## config.mk

```make
export PLATFORM = sky130hd
export DESIGN_NAME = tppg_mod_pipe
export DESIGN_NICKNAME = d
export VERILOG_FILES = /design/src/rtl/core/tppg_pkg.sv /design/src/rtl/core/tppg_mod_pipe.sv
export SDC_FILE = /design/constraint.sdc
export NUM_CORES = 2
export LEC_CHECK = 0
export BUFFER_PORTS_ARGS = -buffer_cell sky130_fd_sc_hd__buf_4
export CORE_MARGIN = 3
export CORE_UTILIZATION = 55
export DETAILED_ROUTE_END_ITERATION = 16
export GPL_ROUTABILITY_DRIVEN = 0
export PLACE_DENSITY_LB_ADDON = 0.2
export SYNTH_ARGS = -nofsm -noshare
export SYNTH_HDL_FRONTEND = slang
export SYNTH_SLANG_ARGS = --single-unit
```

## constraint.sdc

```tcl
create_clock -name i_clk -period 3.8 [get_ports i_clk]
set_input_delay 0 -clock i_clk [delete_from_list [all_inputs] [get_ports i_clk]]
set_output_delay 0 -clock i_clk [all_outputs]
set_load 0.03 [all_outputs]
```

## src/rtl/core/tppg_pkg.sv

```systemverilog
package tppg_pkg;

    localparam int TIME_BITS   = 32;
    localparam int PERIOD_BITS = 24;
    localparam int COUNT_BITS  = 16;
    localparam int AMP_BITS    = 16;

    // product of a period and a count
    localparam int PROD_BITS = PERIOD_BITS + COUNT_BITS;
    // room for base + width + second span and for the elapsed time
    localparam int CMP_BITS = (TIME_BITS + 1 > PROD_BITS + 2) ? TIME_BITS + 1 : PROD_BITS + 2;

    localparam int CFG_IDX_BITS = 3;
    localparam int CFG_W0       = (TIME_BITS > PERIOD_BITS) ? TIME_BITS : PERIOD_BITS;
    localparam int CFG_BITS     = (CFG_W0 > AMP_BITS) ? CFG_W0 : AMP_BITS;

    typedef enum logic [CFG_IDX_BITS-1:0] {
        CFG_START_TIME    = 3'd0,
        CFG_PERIOD_FIRST  = 3'd1,
        CFG_COUNT_FIRST   = 3'd2,
        CFG_PERIOD_SECOND = 3'd3,
        CFG_COUNT_SECOND  = 3'd4,
        CFG_PULSE_WIDTH   = 3'd5,
        CFG_AMP_FIRST     = 3'd6,
        CFG_AMP_SECOND    = 3'd7
    } t_cfg_idx;

    typedef enum logic [1:0] {
        PH_BEFORE = 2'd0,
        PH_FIRST  = 2'd1,
        PH_SECOND = 2'd2,
        PH_DONE   = 2'd3
    } t_phase;

    // side results of the remainder pipeline
    typedef struct packed {
        logic   pzero;
        logic   self_le;
        t_phase phase;
    } t_mod_res;

endpackage

```

## src/rtl/core/tppg_mod_pipe.sv

```systemverilog
module tppg_mod_pipe (
    input  logic                             i_clk,
    input  logic                             i_rst_n,
    input  logic                             i_en,
    input  logic                             i_valid,
    input  logic [tppg_pkg::TIME_BITS-1:0]   i_dividend,
    input  logic [tppg_pkg::PERIOD_BITS-1:0] i_divisor,
    input  logic [tppg_pkg::PERIOD_BITS-1:0] i_limit,
    input  tppg_pkg::t_phase                 i_phase,
    output logic                             o_valid,
    output logic [tppg_pkg::PERIOD_BITS-1:0] o_rem,
    output tppg_pkg::t_mod_res               o_res
);
    import tppg_pkg::*;

    localparam int NS = TIME_BITS;

    logic [NS-1:0]          r_v;
    logic [PERIOD_BITS-1:0] r_rem [NS];
    logic [TIME_BITS-1:0]   r_dvd [NS];
    logic [PERIOD_BITS-1:0] r_dvs [NS];
    t_mod_res               r_res [NS];

    // one restoring step: shift in a dividend bit, subtract if it fits
    function automatic logic [PERIOD_BITS-1:0] f_step(
        input logic [PERIOD_BITS-1:0] rem,
        input logic                   b,
        input logic [PERIOD_BITS-1:0] dvs
    );
        logic [PERIOD_BITS:0] trial;
        trial = {rem, b};
        if (trial >= {1'b0, dvs}) begin
            f_step = PERIOD_BITS'(trial - {1'b0, dvs});
        end else begin
            f_step = trial[PERIOD_BITS-1:0];
        end
    endfunction

    always_ff @(posedge i_clk) begin
        if (!i_rst_n) begin
            r_v <= '0;
        end else if (i_en) begin
            r_v <= {r_v[NS-2:0], i_valid};
        end
    end

    always_ff @(posedge i_clk) begin
        if (i_en) begin
            r_rem[0] <= f_step('0, i_dividend[TIME_BITS-1], i_divisor);
            r_dvd[0] <= i_dividend << 1;
            r_dvs[0] <= i_divisor;
            r_res[0] <= '{pzero:   (i_divisor == '0),
                          self_le: (CMP_BITS'(i_dividend) <= CMP_BITS'(i_limit)),
                          phase:   i_phase};
            for (int k = 1; k < NS; k++) begin
                r_rem[k] <= f_step(r_rem[k-1], r_dvd[k-1][TIME_BITS-1], r_dvs[k-1]);
                r_dvd[k] <= r_dvd[k-1] << 1;
                r_dvs[k] <= r_dvs[k-1];
                r_res[k] <= r_res[k-1];
            end
        end
    end

    assign o_valid = r_v[NS-1];
    assign o_rem   = r_rem[NS-1];
    assign o_res   = r_res[NS-1];

endmodule

```

==> impl_metrics.yaml <==
floorplan:
  initial_utilization: 0.5561
  ios: 115
  fp.dieW_microns: 459.5
  core_area_sq_um: 203400
  num_rows: 165
  die_h_microns: 459.5
  die_area_sq_um: 211100
status:
  status: "complete, no violations"
route:
  via_per_inst: 5.779
  drt_wl_total_microns: 234200
  num_vias: 72411
  drt-initial-drc-count: 6035
  postRouteAntennaNets: 0
  drc: 0
  wl_per_cell_microns: 18.69
  first_pass_iters: 6
setup_path:
  worstPathRequired_ns: 4.41
  worst_setup_path_end_kind: "flip-flop"
  ff2ff_path_depth: 12
  worst_setup_path_start_kind: "flip-flop"
  crit_arrival_ns: 4.25
  worstPathMaxFanout: 12
  critPathKind: "reg2reg"
sta:
  period_needed_ns: 3.641
  setup_viol_count_final: 0
  slew_headroom: 0.3377
  clock_skew_ns: 0.05935
  tightest_slew_ns: 0.9806
  hold_viol: 0
  fin_crit_sh: 0.9582
  slew_viol_final: 0
  fmax_mhz: 274.6
logic_synthesis:
  ys.flop_type: "edfxtp_1"
  synth_top_area_cell: "edfxtp_1"
  synthTopCellsByArea: "edfxtp_1, ha_1, mux2_2"
  synth_fp_nets: 10138
  avgSynthCellArea_sq_um: 12.22
  async_flop_share: 0
  synth_area_sq_um: 113100
  synthCells: 9251
  yosysWarnings: 0
  synth_most_common_cell: "edfxtp_1"
  yosys-top-cells-count: "edfxtp_1, inv_1, ha_1"
  synth_cell_types: 83
  synth_seq_cells: 2168
  synth-edff-count: 2136
  ys_seq_area_frac: 0.5728
  yosys.area.top_type_share: 0.5672
cts:
  cts_made_buffers: 224
  clk_pin_slew_ns: 0.06
  cts_sinks: 2168
  cts_buffer_depth: 3
  cts_max_level: 4
  cts_root_buf: "clkbuf_16"
  cts_tree: "done"
  insertion_delay_ns: 0.85
global_route:
  met2_usage: 0.3576
  grt_first_pass_wirelength_microns: 374000
  grtUsageMet3: 0.03115
  gr-usage-all-layers: 0.2187
  antenna_found_initial: 5
  grt_util_met1: 0.3013
  grt_max_degree: 133
  grt-busiest-layer: "met2"
  first_global_vias: 70786
  grt-ovfl-total: 0
layout:
  fin_nets: 10542
  final_layout_size_suffix_gt1_frac: 0.1161
  fin_util: 0.6255
  fin_area_sq_um: 127200
  fillers: 15288
  stdcell_count: 12531
  area_delta_synth_final_pct: 12.47
placed_design:
  place_area_sq_um: 118200
  dp_hpwl_microns: 169700
  dp.cells: 11976
  port_buffers: 114
worst_hold_path:
  min_path_cells: 2
  hold_class: "in2reg"
run:
  drv_cap: 0
power_and_ir_drop:
  p_total_w: 0.1078
  p_per_area_nw_per_um2: 847.3
  p_leak_nw: 51.27
  irDropWorstVdd_v: 0.0005667
## placed cells by master, fill, tap and decap left out, types with 66 or more instances in the layout
master	instances
xnor2_1	388
xor2_1	235
buf_4	228
mux2_2	455
and3_1	72
inv_1	973
a21oi_1	717
edfxtp_1	2136
o21ai_0	496
nor2b_1	119
o21bai_1	98
a21o_1	355
nor2_1	459
nand2_1	471
nand4_1	113
ha_1	770
mux2i_1	66
a31oi_1	86
clkbuf_16	226
dlygate4sd3_1	122
o21a_1	93
nor3_1	87
nand3_1	153
## flip-flops by register name, summed over array words and instances (netlist names)
register / cells
r_v: 32
r_res: 128
r_rem: 768
r_dvs: 744
r_dvd: 496
## per-layer routing
layer,part of all wire,wire length (microns)
met5,0,0
met4,0.033,7828
met3,0.052,12230
met2,0.47,109600
met1,0.45,104600
## report_power, final
group	switching, W	leakage, nW	internal, W
sequential	0.00340	21.2	0.0344
clock	0.00927	3.68	0.0134
combinational	0.0252	26.4	0.0221
## final cells by class
cell class / instances / area [sq um] / share of cell area
Antenna cell: 6 / 15.01 / 0.0001180
Clock buffer: 267 / 5788 / 0.04550
Clock inverter: 157 / 1907 / 0.01499
Inverter: 973 / 3652 / 0.02871
Multi-Input combinational cell: 5894 / 43880 / 0.3450
Sequential cell: 2168 / 64780 / 0.5093
Tap cell: 2672 / 3343 / 0.02628
Timing Repair Buffer: 394 / 3826 / 0.03008
## worst paths after layout
check,start,end,slack (ns)
hold / removal,i_dividend[1],r_dvd[0][1],0.08
setup / recovery,r_rem[0][29],r_rem[0][69],0.16
setup reg to reg,r_rem[0][29],r_rem[0][69],0.16
hold reg to reg,r_dvd[2][9],r_dvd[3][10],0.40
## logic make-up after synthesis
logic type,after synthesis,synth area share
AND/OR/NAND/NOR,1707,0.07248
XOR/XNOR,623,0.04825
buffers and inverters,1189,0.04087
AO/OA/AOI/OAI,2242,0.1238
adder cells (fa/ha/maj),801,0.09068
flip-flops,2168,0.5728
multiplexers,521,0.05115
## worst max-delay path, stage by stage, from the launching register on
cell and delay, ns:
edfxtp_1 0.38, ha_1 0.39, a211oi_2 0.24, o21bai_1 0.14
or3_1 0.36, o21ai_4 0.20, o21ai_1 0.13, a221o_1 0.31
a221o_1 0.33, a211oi_4 0.23, buf_4 0.17, clkbuf_16 0.16
mux2_2 0.34
## per-stage QoR
| step | setup TNS, ns | setup WS [ns] | hold WS (ns) |
|---|---|---|---|
| detailed placement | 0 | 0.1319 | 0.1824 |
| floorplan | 0 | 0.3874 | 0.09887 |
| global placement | 0 | 0.1849 | 0.1791 |
| finish | 0 | 0.1588 | 0.07811 |
| global route | -0.004845 | -0.004075 | 0.01212 |
| CTS | 0 | 0.09405 | 0.02002 |
## timing repair
action,in CTS,in global routing
endpoints found under the setup margin,0,100
hold buffers,122,0
gates resized for setup,0,16
buffers inserted,0,2
hold endpoints to repair,311,0
No activity file was read; power rests on OpenSTA's default activity.
